### config.mk
export PLATFORM = sky130hd
export DESIGN_NAME = software_timer_table
export DESIGN_NICKNAME = d
export VERILOG_FILES = /design/src/hdl/stt_pkg.sv /design/src/hdl/stt_cell.sv /design/src/hdl/stt_head.sv /design/src/hdl/stt_moddiv.sv /design/src/hdl/software_timer_table.sv
export SDC_FILE = /design/constraint.sdc
export NUM_CORES = 1
export LEC_CHECK = 0
export BUFFER_PORTS_ARGS = -buffer_cell sky130_fd_sc_hd__buf_2
export CORE_ASPECT_RATIO = 1.1
export CORE_UTILIZATION = 55
export CTS_CLUSTER_DIAMETER = 100
export DETAILED_ROUTE_END_ITERATION = 10
export GPL_ROUTABILITY_DRIVEN = 1
export GPL_TIMING_DRIVEN = 0
export PLACE_DENSITY = 0.74
export SLEW_MARGIN = 25
export SYNTH_ARGS = -nofsm -noshare
export SYNTH_HDL_FRONTEND = slang
export SYNTH_SLANG_ARGS = --single-unit
### constraint.sdc
create_clock -name clk -period 9.02 [get_ports clk]
set_input_delay 1.804 -clock clk [delete_from_list [all_inputs] [get_ports clk]]
set_output_delay 1.804 -clock clk [all_outputs]
set_load 0.02 [all_outputs]
### src/hdl/stt_pkg.sv
`timescale 1ns / 1ps
// ---------------------------------------------------------------------------
// stt_pkg - shared types and constants of the software timer table
// Entry layout, controller states, result kind codes and table sizing.
// ---------------------------------------------------------------------------
package stt_pkg;

    // table sizing
    localparam int NUM_TIMERS = 16;
    localparam int SLOT_W     = (NUM_TIMERS > 1) ? $clog2(NUM_TIMERS) : 1;
    localparam int MAX_OUT    = 16;
    localparam int FCNT_W     = $clog2(MAX_OUT + 1);

    localparam logic [SLOT_W-1:0] LAST_SLOT = SLOT_W'(NUM_TIMERS - 1);
    localparam logic [FCNT_W-1:0] FCNT_MAX  = FCNT_W'(MAX_OUT);

    localparam logic [15:0] TICK_PERIOD_RST = 16'd200;

    // result kinds
    localparam logic [1:0] KIND_REG   = 2'd0;
    localparam logic [1:0] KIND_FIRE  = 2'd1;
    localparam logic [1:0] KIND_EMPTY = 2'd2;

    // input actions
    localparam logic ACT_TICK = 1'b0;
    localparam logic ACT_REG  = 1'b1;

    // one timer entry as it travels along the chain
    typedef struct packed {
        logic        valid;
        logic [31:0] remaining;
        logic [31:0] reload;
        logic        rpt;
        logic [7:0]  tag;
    } entry_t;

    // serial modulo unit status
    typedef struct packed {
        logic busy;
        logic done;
        logic rem_zero;
    } div_stat_t;

    typedef enum logic [1:0] {
        ST_IDLE,
        ST_DIV,
        ST_WALK,
        ST_FINISH
    } state_t;

    // slot number masked to the 4-bit result field
    function automatic logic [3:0] slot_field(input logic [SLOT_W-1:0] s);
        logic [31:0] w;
        w = 32'(s);
        return w[3:0];
    endfunction

endpackage

### src/hdl/stt_cell.sv
`timescale 1ns / 1ps
// ---------------------------------------------------------------------------
// stt_cell - one link of the timer chain
// Holds one timer entry and takes its neighbor's entry on every shift.
// ---------------------------------------------------------------------------
module stt_cell
    import stt_pkg::*;
(
    input  logic   clk,
    input  logic   rst_n,
    input  logic   shift_en,
    input  entry_t ent_in,
    output entry_t ent_q
);

    logic        valid_reg, valid_next;
    logic [31:0] remaining_reg, remaining_next;
    logic [31:0] reload_reg, reload_next;
    logic        rpt_reg, rpt_next;
    logic [7:0]  tag_reg, tag_next;

    // take neighbor entry on shift, else hold
    always_comb
    begin
        valid_next     = valid_reg;
        remaining_next = remaining_reg;
        reload_next    = reload_reg;
        rpt_next       = rpt_reg;
        tag_next       = tag_reg;
        if (shift_en)
        begin
            valid_next     = ent_in.valid;
            remaining_next = ent_in.remaining;
            reload_next    = ent_in.reload;
            rpt_next       = ent_in.rpt;
            tag_next       = ent_in.tag;
        end
    end

    // valid bit is control state
    always_ff @(posedge clk or negedge rst_n)
    begin
        if (!rst_n)
            valid_reg <= 1'b0;
        else
            valid_reg <= valid_next;
    end

    // payload, no reset
    always_ff @(posedge clk)
    begin
        remaining_reg <= remaining_next;
        reload_reg    <= reload_next;
        rpt_reg       <= rpt_next;
        tag_reg       <= tag_next;
    end

    assign ent_q.valid     = valid_reg;
    assign ent_q.remaining = remaining_reg;
    assign ent_q.reload    = reload_reg;
    assign ent_q.rpt       = rpt_reg;
    assign ent_q.tag       = tag_reg;

endmodule

### src/hdl/stt_head.sv
`timescale 1ns / 1ps
// ---------------------------------------------------------------------------
// stt_head - update logic at the head of the chain
// Counts down the entry leaving cell 0 on a tick, or drops a new timer into
// the first free entry on a register walk.
// ---------------------------------------------------------------------------
module stt_head
    import stt_pkg::*;
(
    input  entry_t      ent_in,
    input  logic        reg_mode,
    input  logic        reg_take,
    input  logic [31:0] new_period,
    input  logic        new_rpt,
    input  logic [7:0]  new_tag,
    input  logic [15:0] tick_period,
    output entry_t      ent_out,
    output logic        fire,
    output logic        insert
);

    logic [31:0] tp_ext;

    assign tp_ext = {16'd0, tick_period};

    always_comb
    begin
        ent_out = ent_in;
        fire    = 1'b0;
        insert  = 1'b0;
        if (reg_mode)
        begin
            // register: claim first free entry
            if (reg_take && !ent_in.valid)
            begin
                insert            = 1'b1;
                ent_out.valid     = 1'b1;
                ent_out.remaining = new_period;
                ent_out.reload    = new_period;
                ent_out.rpt       = new_rpt;
                ent_out.tag       = new_tag;
            end
        end
        else if (ent_in.valid)
        begin
            // tick: saturating countdown, fire at zero
            if (ent_in.remaining > tp_ext)
                ent_out.remaining = ent_in.remaining - tp_ext;
            else if (tick_period != 16'd0)
            begin
                fire              = 1'b1;
                ent_out.remaining = ent_in.rpt ? ent_in.reload : 32'd0;
                ent_out.valid     = ent_in.rpt;
            end
        end
    end

endmodule

### src/hdl/stt_moddiv.sv
`timescale 1ns / 1ps
// ---------------------------------------------------------------------------
// stt_moddiv - serial modulo check
// Restoring division of a 32-bit period by the 16-bit tick, one bit per
// cycle; reports whether the remainder is zero.
// ---------------------------------------------------------------------------
module stt_moddiv
    import stt_pkg::*;
(
    input  logic        clk,
    input  logic        rst_n,
    input  logic        start,
    input  logic [31:0] dividend,
    input  logic [15:0] divisor,
    output div_stat_t   stat
);

    logic        busy_reg, busy_next;
    logic        done_reg, done_next;
    logic [4:0]  cnt_reg, cnt_next;
    logic [15:0] rem_reg, rem_next;
    logic [31:0] shf_reg, shf_next;
    logic [16:0] trial;
    logic [16:0] diff;

    assign trial = {rem_reg, shf_reg[31]};
    assign diff  = trial - {1'b0, divisor};

    // one quotient bit per cycle
    always_comb
    begin
        busy_next = busy_reg;
        done_next = 1'b0;
        cnt_next  = cnt_reg;
        rem_next  = rem_reg;
        shf_next  = shf_reg;
        if (start)
        begin
            busy_next = 1'b1;
            cnt_next  = 5'd0;
            rem_next  = 16'd0;
            shf_next  = dividend;
        end
        else if (busy_reg)
        begin
            rem_next = (trial >= {1'b0, divisor}) ? diff[15:0] : trial[15:0];
            shf_next = {shf_reg[30:0], 1'b0};
            cnt_next = cnt_reg + 5'd1;
            if (cnt_reg == 5'd31)
            begin
                busy_next = 1'b0;
                done_next = 1'b1;
            end
        end
    end

    always_ff @(posedge clk or negedge rst_n)
    begin
        if (!rst_n)
        begin
            busy_reg <= 1'b0;
            done_reg <= 1'b0;
            cnt_reg  <= 5'd0;
        end
        else
        begin
            busy_reg <= busy_next;
            done_reg <= done_next;
            cnt_reg  <= cnt_next;
        end
    end

    always_ff @(posedge clk)
    begin
        rem_reg <= rem_next;
        shf_reg <= shf_next;
    end

    assign stat.busy     = busy_reg;
    assign stat.done     = done_reg;
    assign stat.rem_zero = (rem_reg == 16'd0);

endmodule

### src/hdl/software_timer_table.sv
`timescale 1ns / 1ps
// ---------------------------------------------------------------------------
// software_timer_table - table of software timers driven by a base tick
// Timer entries live in a ring of cells that rotates through one update
// head; registrations are screened by a serial modulo unit.
// ---------------------------------------------------------------------------
// One item at a time. A tick rotates all NUM_TIMERS entries once through the
// head, one entry per cycle while the result side does not stall the walk;
// firings come out in slot order, the last flagged with last. A register item
// first runs the 32-step modulo check of the period against tick_period, then
// rotates the ring to claim the lowest free slot when the period passes the
// check, even if the table turns out full, and goes straight to its result
// when it fails. in_stall stays high while an item is in work. The user
// writes tick_period through cfg_write/cfg_data only while the block is
// idle; the block itself does not enforce this.
module software_timer_table
    import stt_pkg::*;
(
    input  logic        clk,
    input  logic        rst_n,
    // configuration
    input  logic        cfg_write,
    input  logic [15:0] cfg_data,
    // input channel
    input  logic        in_valid,
    output logic        in_stall,
    input  logic        action,
    input  logic [31:0] period_ms,
    input  logic        repeat_mode,
    input  logic [7:0]  callback_tag,
    // result channel
    output logic        out_valid,
    input  logic        out_stall,
    output logic [1:0]  kind,
    output logic        accepted,
    output logic [3:0]  slot,
    output logic [7:0]  fired_tag,
    output logic        last
);

    state_t state_reg, state_next;

    logic [15:0]       tick_period_reg, tick_period_next;
    logic              act_reg, act_next;
    logic [31:0]       period_reg, period_next;
    logic              rpt_reg, rpt_next;
    logic [7:0]        tag_reg, tag_next;
    logic              ok_reg, ok_next;
    logic              found_reg, found_next;
    logic [SLOT_W-1:0] found_slot_reg, found_slot_next;
    logic [SLOT_W-1:0] step_reg, step_next;
    logic [FCNT_W-1:0] fcnt_reg, fcnt_next;
    logic              pend_valid_reg, pend_valid_next;
    logic [SLOT_W-1:0] pend_slot_reg, pend_slot_next;
    logic [7:0]        pend_tag_reg, pend_tag_next;

    logic              out_valid_reg, out_valid_next;
    logic [1:0]        kind_reg, kind_next;
    logic              accepted_reg, accepted_next;
    logic [3:0]        slot_reg, slot_next;
    logic [7:0]        fired_tag_reg, fired_tag_next;
    logic              last_reg, last_next;

    logic              in_take;
    logic              out_free;
    logic              div_start;
    div_stat_t         div_stat;
    logic              shift_en;
    logic              step_go;
    logic              head_fire;
    logic              head_insert;
    logic              fire_report;
    entry_t            head_out;
    entry_t            cell_q [NUM_TIMERS];

    assign in_stall = (state_reg != ST_IDLE);
    assign in_take  = in_valid && !in_stall;
    assign out_free = !out_valid_reg || !out_stall;

    // serial modulo check of the requested period
    stt_moddiv u_moddiv (
        .clk      (clk),
        .rst_n    (rst_n),
        .start    (div_start),
        .dividend (period_reg),
        .divisor  (tick_period_reg),
        .stat     (div_stat)
    );

    // head update on the entry leaving cell 0
    stt_head u_head (
        .ent_in      (cell_q[0]),
        .reg_mode    (act_reg),
        .reg_take    (ok_reg && !found_reg),
        .new_period  (period_reg),
        .new_rpt     (rpt_reg),
        .new_tag     (tag_reg),
        .tick_period (tick_period_reg),
        .ent_out     (head_out),
        .fire        (head_fire),
        .insert      (head_insert)
    );

    // ring of cells, head feeds the tail
    for (genvar i = 0; i < NUM_TIMERS; i++)
    begin : g_cell
        entry_t nb;
        if (i == NUM_TIMERS - 1)
        begin : g_tail
            assign nb = head_out;
        end
        else
        begin : g_mid
            assign nb = cell_q[i+1];
        end
        stt_cell u_cell (
            .clk      (clk),
            .rst_n    (rst_n),
            .shift_en (shift_en),
            .ent_in   (nb),
            .ent_q    (cell_q[i])
        );
    end

    // a reported firing with a result already pending needs the output slot
    assign fire_report = head_fire && (fcnt_reg < FCNT_MAX);
    assign step_go     = !(fire_report && pend_valid_reg && !out_free);
    assign shift_en    = (state_reg == ST_WALK) && step_go;

    // controller: next state and outputs
    always_comb
    begin
        state_next       = state_reg;
        tick_period_next = cfg_write ? cfg_data : tick_period_reg;
        act_next         = act_reg;
        period_next      = period_reg;
        rpt_next         = rpt_reg;
        tag_next         = tag_reg;
        ok_next          = ok_reg;
        found_next       = found_reg;
        found_slot_next  = found_slot_reg;
        step_next        = step_reg;
        fcnt_next        = fcnt_reg;
        pend_valid_next  = pend_valid_reg;
        pend_slot_next   = pend_slot_reg;
        pend_tag_next    = pend_tag_reg;
        div_start        = 1'b0;

        out_valid_next   = out_valid_reg && out_stall;
        kind_next        = kind_reg;
        accepted_next    = accepted_reg;
        slot_next        = slot_reg;
        fired_tag_next   = fired_tag_reg;
        last_next        = last_reg;

        case (state_reg)
            ST_IDLE:
            begin
                if (in_take)
                begin
                    act_next        = action;
                    period_next     = period_ms;
                    rpt_next        = repeat_mode;
                    tag_next        = callback_tag;
                    ok_next         = 1'b0;
                    found_next      = 1'b0;
                    found_slot_next = '0;
                    step_next       = '0;
                    fcnt_next       = '0;
                    pend_valid_next = 1'b0;
                    state_next      = (action == ACT_REG) ? ST_DIV : ST_WALK;
                end
            end
            ST_DIV:
            begin
                div_start = !div_stat.busy && !div_stat.done;
                if (div_stat.done)
                begin
                    ok_next    = (period_reg != 32'd0) && (tick_period_reg != 16'd0)
                                 && div_stat.rem_zero;
                    state_next = ((period_reg != 32'd0) && (tick_period_reg != 16'd0)
                                 && div_stat.rem_zero) ? ST_WALK : ST_FINISH;
                end
            end
            ST_WALK:
            begin
                if (step_go)
                begin
                    if (head_insert)
                    begin
                        found_next      = 1'b1;
                        found_slot_next = step_reg;
                    end
                    if (fire_report)
                    begin
                        fcnt_next = fcnt_reg + FCNT_W'(1);
                        if (pend_valid_reg)
                        begin
                            out_valid_next = 1'b1;
                            kind_next      = KIND_FIRE;
                            accepted_next  = 1'b0;
                            slot_next      = slot_field(pend_slot_reg);
                            fired_tag_next = pend_tag_reg;
                            last_next      = 1'b0;
                        end
                        pend_valid_next = 1'b1;
                        pend_slot_next  = step_reg;
                        pend_tag_next   = cell_q[0].tag;
                    end
                    step_next = step_reg + SLOT_W'(1);
                    if (step_reg == LAST_SLOT)
                        state_next = ST_FINISH;
                end
            end
            ST_FINISH:
            begin
                if (out_free)
                begin
                    out_valid_next = 1'b1;
                    last_next      = 1'b1;
                    if (act_reg == ACT_REG)
                    begin
                        kind_next      = KIND_REG;
                        accepted_next  = found_reg;
                        slot_next      = found_reg ? slot_field(found_slot_reg) : 4'd0;
                        fired_tag_next = 8'd0;
                    end
                    else if (pend_valid_reg)
                    begin
                        kind_next      = KIND_FIRE;
                        accepted_next  = 1'b0;
                        slot_next      = slot_field(pend_slot_reg);
                        fired_tag_next = pend_tag_reg;
                    end
                    else
                    begin
                        kind_next      = KIND_EMPTY;
                        accepted_next  = 1'b0;
                        slot_next      = 4'd0;
                        fired_tag_next = 8'd0;
                    end
                    pend_valid_next = 1'b0;
                    state_next      = ST_IDLE;
                end
            end
            default:
            begin
                state_next = ST_IDLE;
            end
        endcase
    end

    // control registers
    always_ff @(posedge clk or negedge rst_n)
    begin
        if (!rst_n)
        begin
            state_reg       <= ST_IDLE;
            tick_period_reg <= TICK_PERIOD_RST;
            ok_reg          <= 1'b0;
            found_reg       <= 1'b0;
            step_reg        <= '0;
            fcnt_reg        <= '0;
            pend_valid_reg  <= 1'b0;
            out_valid_reg   <= 1'b0;
        end
        else
        begin
            state_reg       <= state_next;
            tick_period_reg <= tick_period_next;
            ok_reg          <= ok_next;
            found_reg       <= found_next;
            step_reg        <= step_next;
            fcnt_reg        <= fcnt_next;
            pend_valid_reg  <= pend_valid_next;
            out_valid_reg   <= out_valid_next;
        end
    end

    // item and result payload
    always_ff @(posedge clk)
    begin
        act_reg        <= act_next;
        period_reg     <= period_next;
        rpt_reg        <= rpt_next;
        tag_reg        <= tag_next;
        found_slot_reg <= found_slot_next;
        pend_slot_reg  <= pend_slot_next;
        pend_tag_reg   <= pend_tag_next;
        kind_reg       <= kind_next;
        accepted_reg   <= accepted_next;
        slot_reg       <= slot_next;
        fired_tag_reg  <= fired_tag_next;
        last_reg       <= last_next;
    end

    assign out_valid = out_valid_reg;
    assign kind      = kind_reg;
    assign accepted  = accepted_reg;
    assign slot      = slot_reg;
    assign fired_tag = fired_tag_reg;
    assign last      = last_reg;

    // checks
    a_fcnt_bound: assert property (@(posedge clk) disable iff (!rst_n)
        fcnt_reg <= FCNT_MAX)
        else $error("firing count beyond limit");

    a_take_blocks: assert property (@(posedge clk) disable iff (!rst_n)
        in_take |=> in_stall)
        else $error("second beat taken while busy");

    a_walk_end: assert property (@(posedge clk) disable iff (!rst_n)
        (state_reg == ST_WALK) && step_go && (step_reg == LAST_SLOT)
        |=> state_reg == ST_FINISH)
        else $error("walk did not end after last slot");

    a_pend_tick: assert property (@(posedge clk) disable iff (!rst_n)
        pend_valid_reg && (state_reg != ST_IDLE) |-> act_reg == ACT_TICK)
        else $error("pending firing during register");

endmodule

==> key figures, run 1 <==
Run status
  – Status: complete, no violations

Setup path
  – Reg2reg start: g_cell[0].u_cell.remaining_reg[14]
  – CP Launch Type: register
  – Reg2reg path depth: 13
  – FF-to-FF setup slack: 3.78 ns
  – Worst Path Class, Setup: reg2reg
  – Reg-to-Reg End: g_cell[14].u_cell.remaining_reg[2]
  – Maximum fanout along the worst path: 138
  – Worst Setup SP: g_cell[0].u_cell.remaining_reg[14]
  – Crit. End Element: register
  – Data required, critical path: 9.36 ns
  – Worst EP arrival: 5.57 ns

CTS
  – Hold Buf Count CTS: 0
  – CTS Buffer Depth: 3
  – Total CTS buffers: 130
  – Postcts setup bufs: 0
  – Clk slew on worst S/H paths: 0.07 ns
  – Later-pin clock latency in the skew report: 0.73 ns
  – CTS tree: built
  – Root Buffer: clkbuf_16
  – H-tree depth: 4
  – Post-CTS sizing: 0
  – Clk sinks: 1344

Place
  – Placed inst area: 0.0480 sq mm
  – RD Place Congestion: 0.942
  – Placed Cells: 3515
  – DP HPWL: 55100 um
  – Port Buffers: 80
  – Pre-CTS WS: 3.95 ns

Die
  – Initial Util: 0.559
  – Die width: 278 um
  – Die area: 0.0848 sq mm
  – Placeable Area: 0.0823 sq mm
  – FP Rows: 110
  – Die height: 305 um
  – Top Ports: 81

Power
  – VDD IR max: 0.225 mV
  – PD cells: 376 mW/mm^2
  – Leak: 17.8 nW

Final layout
  – Layout area overhead: 13.6%
  – Fin nets: 2688
  – Share of cells above drive strength 1: 0.130
  – Final non-filler cell total: 3748
  – Most common cell after layout, fill and taps aside: edfxtp_1
  – Antenna Cells: 0
  – Final core occ: 0.635
  – Filler cell count: 5557
  – Final Instance Area: 0.0523 sq mm
  – Most frequent cells in the layout: edfxtp_1 (1274), nand2_1 (259), clkbuf_16 (130)

Worst hold path
  – WHS Path Cells: 0
  – Hold Path Class: reg2reg
  – Hold Path Origin: g_cell[4].u_cell.reload_reg[26]
  – Hold endpoint: g_cell[3].u_cell.reload_reg[26]

Synthesis
  – Syn avg cell area: 19.5 sq um
  – Syn Inst Count: 2362
  – Post-synthesis cell area: 0.0460 sq mm
  – EDFF count, synth: 1274
  – Fraction of registers with async set/reset: 0.0402
  – #FFs+latches synth: 1344
  – Synth cell types: 76
  – Top_reg_cell synth: edfxtp_1
  – Yosys warning total: 0
  – Sequential element share of the synthesized area: 0.868
  – Net count after synthesis: 2467

Timing
  – Pins over their slew limit: 0
  – Slew @ Worst Pin: 1.09 ns
  – Setup TNS: 0 ns
  – Final Hold Viols: 0
  – Setup WS post-layout: 3.78 ns
  – Final period utilization: 0.581
  – Setup Skew: 0.0298 ns
  – Slew headroom: 0.276
  – Final setup fails: 0
  – Fmax: 0.191 GHz
  – RSZ-0062 raised after global routing: false
  – Final min period: 5.24 ns

Detailed routing
  – Avg WL per Cell: 23.4 um
  – Final wirelength: 87600 um
  – Via/cell ratio: 5.71
  – Initial DRC count: 2285
  – DRC errors left: 0
  – Post-route ant nets: 0
  – DR pass1 iterations: 5
  – Vias: 21393

Flow run
  – Maxcap violations: 0

Global routing
  – Global-route wire length before repair: 132000 um
  – Vias in the first global route: 21254
  – Gr usage total: 0.212
  – Grt ovf: 0
  – Largest net degree at the start of global routing: 158
  – Initial antenna violation count: 4
[metrics by stage]
step	hold slack [ns]	power, mW
final	0.395	19.7
after CTS	0.401	19.8
after global routing	0.404	20.5
after global placement	0.400	14.7
after detailed placement	0.405	14.4
after floorplan	0.400	13.3
[worst max-delay path by stage]
stage / endpoint / cells past startpoint / slack, ns
global placement: g_cell[7].u_cell.valid_reg / 12 / -1.98
global route: g_cell[10].u_cell.remaining_reg[0] / 13 / 3.53
floorplan: g_cell[3].u_cell.valid_reg / 12 / 0.40
finish: g_cell[14].u_cell.remaining_reg[2] / 13 / 3.78
detailed placement: g_cell[0].u_cell.remaining_reg[10] / 13 / 3.95
CTS: g_cell[7].u_cell.reload_reg[7] / 13 / 3.90
[cell usage after synthesis, drive strengths merged (16+ instances only)]
| library cell | instances | area, sq um |
|---|---|---|
| and2 | 21 | 131 |
| nand3 | 49 | 245 |
| nor4 | 22 | 138 |
| nor2 | 60 | 225 |
| clkbuf | 53 | 199 |
| mux2 | 49 | 604 |
| ha | 40 | 500 |
| a31oi | 17 | 106 |
| nand2 | 260 | 978 |
| dfxtp | 16 | 320 |
| dfrtp | 51 | 1280 |
| a21oi | 63 | 319 |
| nor3 | 19 | 95.1 |
| edfxtp | 1274 | 38300 |
| inv | 41 | 154 |
| o21ai | 66 | 342 |
[where the power goes]
| part | total (mW) | leakage, nW | internal (mW) | switching (mW) |
|---|---|---|---|---|
| clock network | 5.38 | 2.07 | 3.08 | 2.30 |
| logic | 3.28 | 2.95 | 0.913 | 2.36 |
| registers | 11.0 | 12.8 | 10.1 | 0.861 |
| total | 19.7 | 17.8 | 14.1 | 5.52 |
[critical path, cell delays in order (launching register included)]
cell and delay [ns]:
edfxtp_1 0.57, ha_1 0.36, clkbuf_1 0.29, a21oi_1 0.14, o21ai_0 0.51, nor2_1 0.12, a311oi_1 0.59, a211oi_4 0.26
nand2_2 0.18, o21ai_4 0.09, inv_2 0.19, buf_16 0.34, buf_16 0.44, buf_16 0.50
[per-layer routing]
layer,vias up,wire length [um],part of all wire,GRT usage
li1,9634,-,-,-
met1,10787,38600,0.44,0.307
met2,740,40100,0.46,0.318
met3,230,5230,0.060,0.0388
met4,2,3590,0.041,0.0962
met5,-,13,0.00015,0
[cell type report]
type / instances / area, sq um / area share
flip-flops and latches: 1344 / 39900 / 0.764
multi-input cells: 910 / 5690 / 0.109
clock buffers: 155 / 3370 / 0.0644
well taps: 1064 / 1330 / 0.0255
clock inverters: 78 / 878 / 0.0168
repair buffers: 89 / 651 / 0.0124
plain buffers: 67 / 287 / 0.00548
inverters: 41 / 154 / 0.00294
[kinds of logic (layout without fill, tap and decap cells)]
kind of cell / after synthesis / in the layout / synth area share
compound gates: 281 / 281 / 0.0411
xor+xnor: 24 / 24 / 0.00457
fa+ha+maj: 42 / 42 / 0.0117
buf+inv: 108 / 430 / 0.00921
flops: 1344 / 1344 / 0.868
mux: 61 / 61 / 0.0157
simple gates: 502 / 502 / 0.0501
Note: power is estimated with default switching activity, not from simulation.
==> run 2, diff against run 1 <==
- PLACE_DENSITY: 0.74 -> 0.71
- clock period: 9.02 -> 5.3 ns (I/O delays scaled with it)
==> key figures, run 2 (synthesized netlist as in run 1, its figures left out) <==
Run status
  – Status: complete, no violations (unchanged)

Die
  – Die width: 278 um (unchanged)
  – Initial Util: 0.559 (unchanged)
  – Die area: 0.0848 sq mm (unchanged)
  – FP Rows: 110 (unchanged)
  – Die height: 305 um (unchanged)
  – Top Ports: 81 (unchanged)
  – Placeable Area: 0.0823 sq mm (unchanged)

Final layout
  – Final non-filler cell total: 3765 (was 3748)
  – Most common cell after layout, fill and taps aside: edfxtp_1 (unchanged)
  – Final core occ: 0.637 (was 0.635)
  – Share of cells above drive strength 1: 0.135 (was 0.130)
  – Most frequent cells in the layout: edfxtp_1 (1274), nand2_1 (259), clkbuf_16 (137) (was edfxtp_1 (1274), nand2_1 (259), clkbuf_16 (130))
  – Layout area overhead: 13.8% (was 13.6%)
  – Filler cell count: 5570 (was 5557)
  – Area of the multi-input gates: 0.00570 sq mm (was 0.00569 sq mm)
  – Fin nets: 2697 (was 2688)
  – Reg area: 0.0399 sq mm (unchanged)

Setup path
  – Crit. End Element: register (unchanged)
  – CP cell instances: or3_1 -> or3_1 -> or3_1 -> or4_4 -> a211oi_4 -> buf_4 -> nand2_2 -> o21ai_4 -> inv_2 -> buf_16 -> buf_16 -> buf_16 -> buf_16 (was ha_1 -> clkbuf_1 -> a21oi_1 -> o21ai_0 -> nor2_1 -> a311oi_1 -> a211oi_4 -> nand2_2 -> o21ai_4 -> inv_2 -> buf_16 -> buf_16 -> buf_16)
  – CP Launch Type: register (unchanged)
  – Worst Path Class, Setup: reg2reg (unchanged)
  – Largest stage delay on the critical path: 0.59 ns (about the same)
  – Maximum fanout along the worst path: 99 (was 138)
  – Top cell by count, worst path: buf_16 (unchanged)
  – Data required, critical path: 5.72 ns (was 9.36 ns)
  – Slowest CP cell: edfxtp_1 (was a311oi_1)
  – Worst EP arrival: 5.30 ns (was 5.57 ns)

Detailed routing
  – Post-route ant nets: 0 (unchanged)
  – Via/cell ratio: 5.67 (was 5.71)
  – Final wirelength: 88000 um (was 87600 um)
  – Vias: 21342 (was 21393)
  – DRC errors left: 0 (unchanged)
  – Initial DRC count: 2078 (was 2285)
  – DR pass1 iterations: 5 (unchanged)
  – Avg WL per Cell: 23.4 um (about the same)

Global routing
  – Grt ovf: 0 (unchanged)
  – Gr usage total: 0.211 (was 0.212)
  – Initial antenna violation count: 2 (was 4)
  – Largest net degree at the start of global routing: 307 (was 158)
  – Vias in the first global route: 21111 (was 21254)
  – Global-route wire length before repair: 131000 um (was 132000 um)

Timing
  – Slew headroom: 0.318 (was 0.276)
  – Final period utilization: 0.920 (was 0.581)
  – RSZ-0062 raised after global routing: false (unchanged)
  – Final min period: 4.88 ns (was 5.24 ns)
  – Fmax: 0.205 GHz (was 0.191 GHz)
  – Setup Skew: 0.0319 ns (was 0.0298 ns)
  – Final setup fails: 0 (unchanged)
  – Final Hold Viols: 0 (unchanged)
  – Pins over their slew limit: 0 (unchanged)
  – Slew @ Worst Pin: 1.02 ns (was 1.09 ns)

Place
  – DP HPWL: 55200 um (was 55100 um)
  – Port Buffers: 80 (unchanged)
  – Placed Cells: 3516 (was 3515)
  – RD Place Congestion: 0.961 (was 0.942)

Flow run
  – Maxcap violations: 0 (unchanged)

CTS
  – Hold Buf Count CTS: 0 (unchanged)
  – Later-pin clock latency in the skew report: 0.75 ns (was 0.73 ns)
  – CTS tree: built (unchanged)
  – Clk sinks: 1344 (unchanged)
  – H-tree depth: 4 (unchanged)
  – Total CTS buffers: 132 (was 130)
  – CTS Buffer Depth: 3 (unchanged)
  – Clk slew on worst S/H paths: 0.07 ns (about the same)
  – Root Buffer: clkbuf_16 (unchanged)

Power
  – Seq pwr share: 0.561 (was 0.560)
  – PD cells: 636 mW/mm^2 (was 376 mW/mm^2)
  – Int Pwr: 23.9 mW (was 14.1 mW)
  – Psw: 9.40 mW (was 5.52 mW)
  – Switching share of power: 0.282 (was 0.281)
  – Clock power frac: 0.269 (was 0.274)
  – Combinational fraction of design power: 0.171 (was 0.167)
  – Leak: 17.8 nW (about the same)
  – VDD IR max: 0.412 mV (was 0.225 mV)

Worst hold path
  – Hold Path Class: in2async (was reg2reg)
[run 2: cell types whose count changed in the layout (fill, tap and decap cells not counted), sizes merged]
cell | before | now
clkbuf | 208 | 224
bufinv | 13 | 7
clkinvlp | 3 | 7
buf | 103 | 106
diode | 0 | 2
inv | 53 | 51
[run 2: path summary, 6_finish.rpt]
| kind | from | to | slack [ns] | depth (start not counted) |
|---|---|---|---|---|
| setup / recovery | g_cell[0].u_cell.remaining_reg[23] | g_cell[15].u_cell.tag_reg[5] | 0.42 | 13 |
| min in group clk | g_cell[3].u_cell.reload_reg[29] | g_cell[2].u_cell.reload_reg[29] | 0.40 | 0 |
| hold / removal | rst_n | g_cell[2].u_cell.valid_reg | 0.40 | 1 |
| setup reg to reg | g_cell[0].u_cell.remaining_reg[23] | g_cell[15].u_cell.tag_reg[5] | 0.42 | 13 |
| hold reg to reg | g_cell[3].u_cell.reload_reg[29] | g_cell[2].u_cell.reload_reg[29] | 0.40 | 0 |
| max in group asynchronous | rst_n | tick_period_reg[4] | 4.31 | 1 |
[run 2: area by class of cell]
class / instances / share of cell area
clock buffers: 167 / 0.0667
repair buffers: 96 / 0.0149
multi-input cells: 910 / 0.109
flip-flops and latches: 1344 / 0.762
clock inverters: 74 / 0.0134
well taps: 1064 / 0.0254
inverters: 41 / 0.00294
plain buffers: 67 / 0.00568
diodes: 2 / 0.0000955
[run 2: worst max-delay path, delay by kind of cell (launching register included)]
family                 cells  cell delay [ns]
AND/OR/NAND/NOR            5             1.90
AO/OA/AOI/OAI              2             0.41
buffers and inverters      6             1.45
flip-flops                 1             0.59
[run 2: metrics by stage]
step | power [mW] | setup slack, ns | instance area [sq um] | hold WS [ns] | TNS (ns)
global placement | 24.5 | -1.55 | 47800 | 0.401 | -1748.29
CTS | 33.6 | 0.0216 | 52300 | 0.391 | 0
global route | 34.9 | 0.127 | 52400 | 0.409 | 0
detailed placement | 24.5 | 0.00277 | 48100 | 0.405 | 0
floorplan | 22.3 | -0.170 | 46100 | 0.400 | -104.54
finish | 33.3 | 0.423 | 52400 | 0.395 | 0
[run 2: routing by layer]
| metal | global-route usage | up-vias | share of wire |
|---|---|---|---|
| li1 | - | 9666 | - |
| met1 | 0.306 | 10846 | 0.45 |
| met2 | 0.313 | 637 | 0.46 |
| met3 | 0.0432 | 193 | 0.052 |
| met4 | 0.0956 | 0 | 0.038 |
| met5 | 0 | - | 0 |
[run 2: repair_timing]
item,CTS,global route
buffers inserted,0,2
gates cloned,0,4
pin swaps,0,1
endpoints found under the setup margin,8,270
resized for setup,0,0
[run 2: power by group through the flow]
stage	registers, mW	logic, mW	clock network (mW)
floorplan	18.6	3.68	0
global placement	19.3	5.24	0
detailed placement	18.9	5.58	0
CTS	18.8	5.56	9.19
global route	19.1	6.19	9.60
finish	18.7	5.69	8.96
==> run 3, diff against run 2 <==
- PLACE_DENSITY: 0.71 -> 0.74
- clock period: 5.3 -> 4.3 ns (I/O delays scaled with it)
==> key figures, run 3 (synthesized netlist as in run 1, its figures left out) <==
Run status
  – Status: complete, no violations (unchanged)

Setup path
  – CP cell instances: or3_4 -> or3_1 -> or3_1 -> or4_4 -> a211oi_4 -> nand2_2 -> o21ai_4 -> inv_2 -> buf_16 -> buf_16 -> buf_16 -> buf_16 (was or3_1 -> or3_1 -> or3_1 -> or4_4 -> a211oi_4 -> buf_4 -> nand2_2 -> o21ai_4 -> inv_2 -> buf_16 -> buf_16 -> buf_16 -> buf_16)
  – Crit. End Element: register (unchanged)
  – Worst Path Class, Setup: reg2reg (unchanged)
  – Buf+Inv Stages, Crit Path: 5 (was 6)
  – Slowest CP cell: edfxtp_1 (unchanged)
  – Maximum fanout along the worst path: 62 (was 99)
  – Reg-to-Reg End: g_cell[8].u_cell.remaining_reg[2] (was g_cell[15].u_cell.tag_reg[5])
  – Worst EP arrival: 4.63 ns (was 5.30 ns)
  – FF-to-FF setup slack: 0.06 ns (was 0.42 ns)
  – Largest stage delay on the critical path: 0.51 ns (was 0.59 ns)
  – Reg2reg path depth: 12 (was 13)
  – Reg2reg start: g_cell[0].u_cell.remaining_reg[24] (was g_cell[0].u_cell.remaining_reg[23])
  – Data required, critical path: 4.69 ns (was 5.72 ns)
  – CP Launch Type: register (unchanged)
  – Top cell by count, worst path: buf_16 (unchanged)
  – Largest delay contributor family on the critical path: simple AND/OR/NAND/NOR gates (unchanged)

Global routing
  – Vias in the first global route: 21566 (was 21111)
  – Grt ovf: 0 (unchanged)
  – Initial antenna violation count: 3 (was 2)
  – Largest net degree at the start of global routing: 160 (was 307)
  – Global-route wire length before repair: 135000 um (was 131000 um)
  – Gr usage total: 0.216 (was 0.211)

Final layout
  – Reg area: 0.0399 sq mm (unchanged)
  – Fin nets: 2704 (was 2697)
  – Layout area overhead: 14.6% (was 13.8%)
  – Final core occ: 0.641 (was 0.637)
  – Area of the multi-input gates: 0.00574 sq mm (was 0.00570 sq mm)
  – Most frequent cells in the layout: edfxtp_1 (1274), nand2_1 (259), clkbuf_16 (127) (was edfxtp_1 (1274), nand2_1 (259), clkbuf_16 (137))
  – Share of cells above drive strength 1: 0.145 (was 0.135)
  – Filler cell count: 5521 (was 5570)
  – Most common cell after layout, fill and taps aside: edfxtp_1 (unchanged)

Die
  – Die height: 305 um (unchanged)
  – Die area: 0.0848 sq mm (unchanged)
  – Placeable Area: 0.0823 sq mm (unchanged)
  – Top Ports: 81 (unchanged)
  – Initial Util: 0.559 (unchanged)
  – FP Rows: 110 (unchanged)
  – Die width: 278 um (unchanged)

CTS
  – Root Buffer: clkbuf_16 (unchanged)
  – Clk slew on worst S/H paths: 0.07 ns (about the same)
  – Later-pin clock latency in the skew report: 0.71 ns (was 0.75 ns)
  – H-tree depth: 3 (was 4)
  – CTS tree: built (unchanged)
  – Hold Buf Count CTS: 0 (unchanged)
  – CTS Buffer Depth: 3 (unchanged)
  – Clk sinks: 1344 (unchanged)
  – Total CTS buffers: 121 (was 132)

Timing
  – Fmax: 0.236 GHz (was 0.205 GHz)
  – Final Hold Viols: 0 (unchanged)
  – Slew @ Worst Pin: 0.934 ns (was 1.02 ns)
  – Setup WS post-layout: 0.0630 ns (was 0.423 ns)
  – Final min period: 4.24 ns (was 4.88 ns)
  – RSZ-0062 raised after global routing: false (unchanged)
  – Setup Skew: 0.0413 ns (was 0.0319 ns)
  – WHS: 0.210 ns (was 0.395 ns)
  – Final period utilization: 0.985 (was 0.920)
  – Final setup fails: 0 (unchanged)
  – Slew headroom: 0.361 (was 0.318)
  – Pins over their slew limit: 0 (unchanged)

Power
  – Leak: 18.0 nW (was 17.8 nW)
  – PD cells: 791 mW/mm^2 (was 636 mW/mm^2)
  – VDD IR max: 0.608 mV (was 0.412 mV)

Detailed routing
  – Initial DRC count: 2046 (was 2078)
  – Vias: 21480 (was 21342)
  – DRC errors left: 0 (unchanged)
  – DR pass1 iterations: 6 (was 5)
  – Avg WL per Cell: 24.2 um (was 23.4 um)
  – Post-route ant nets: 0 (unchanged)
  – Via/cell ratio: 5.71 (was 5.67)
  – Final wirelength: 91100 um (was 88000 um)

Place
  – Port Buffers: 80 (unchanged)
  – DP HPWL: 54500 um (was 55200 um)
  – Pre-CTS WS: -1.15 ns (was 0.00277 ns)
  – RD Place Congestion: 0.942 (was 0.961)

Worst hold path
  – Hold Path Class: in2async (unchanged)

Flow run
  – Maxcap violations: 0 (unchanged)
[run 3: cell types whose count changed in the layout (fill, tap and decap cells not counted), moves of 3 or more]
cell / previous run / this run
buf_4: 3 / 12
bufbuf_16: 0 / 6
bufinv_16: 7 / 19
clkbuf_1: 81 / 64
clkbuf_16: 137 / 127
clkbuf_2: 1 / 5
clkbuf_8: 5 / 8
inv_6: 7 / 2
[run 3: timing repair]
item	in CTS	in global routing
setup buffers	8	4
pin swaps	3	2
gates cloned	7	5
endpoints found under the hold margin	0	0
resized for setup	8	7
setup endpoints to repair	1088	586
[run 3: area by class of cell]
type | count | area share
plain buffers | 67 | 0.00574
diodes | 1 | 0.0000474
repair buffers | 114 | 0.0211
flip-flops and latches | 1344 | 0.757
multi-input cells | 910 | 0.109
inverters | 41 | 0.00292
clock inverters | 79 | 0.0184
clock buffers | 144 | 0.0608
well taps | 1064 | 0.0252
[run 3: metal layers]
| layer | global-route usage | wire length [um] |
|---|---|---|
| met1 | 0.311 | 40300 |
| met2 | 0.328 | 42200 |
| met3 | 0.0352 | 4980 |
| met4 | 0.101 | 3630 |
| met5 | 0 | 27 |
[run 3: worst max-delay path by stage]
stage                                             startpoint                           endpoint  slack [ns]  cells past startpoint
after floorplan           g_cell[0].u_cell.remaining_reg[14]         g_cell[3].u_cell.valid_reg       -1.17                     12
final                     g_cell[0].u_cell.remaining_reg[24]  g_cell[8].u_cell.remaining_reg[2]        0.06                     12
after detailed placement                  tick_period_reg[0]    g_cell[2].u_cell.reload_reg[10]       -1.15                     14
after CTS                 g_cell[0].u_cell.remaining_reg[16]  g_cell[8].u_cell.remaining_reg[2]       0.002                     11
after global placement     g_cell[0].u_cell.remaining_reg[0]    g_cell[0].u_cell.reload_reg[15]       -2.68                     12
after global routing      g_cell[0].u_cell.remaining_reg[17]  g_cell[8].u_cell.remaining_reg[2]       0.002                     11
[run 3: through the flow]
stage	cells	instance area (sq um)	power, mW	TNS [ns]
2_1_floorplan	2362	46100	27.5	-1279.54
3_3_place_gp	3506	47800	30.2	-2997.17
3_5_place_dp	3516	48100	30.1	-480.55
4_1_cts	3754	52600	41.8	0
5_1_grt	3763	52700	43.5	0
6_report	3764	52800	41.7	0
[run 3: report_power, final]
group          internal [mW]  leakage (nW)  switching [mW]
sequential              21.2          12.8            1.84
clock                   6.47          2.03            4.69
combinational           2.34          3.22            5.14
total                   30.0          18.0            11.7
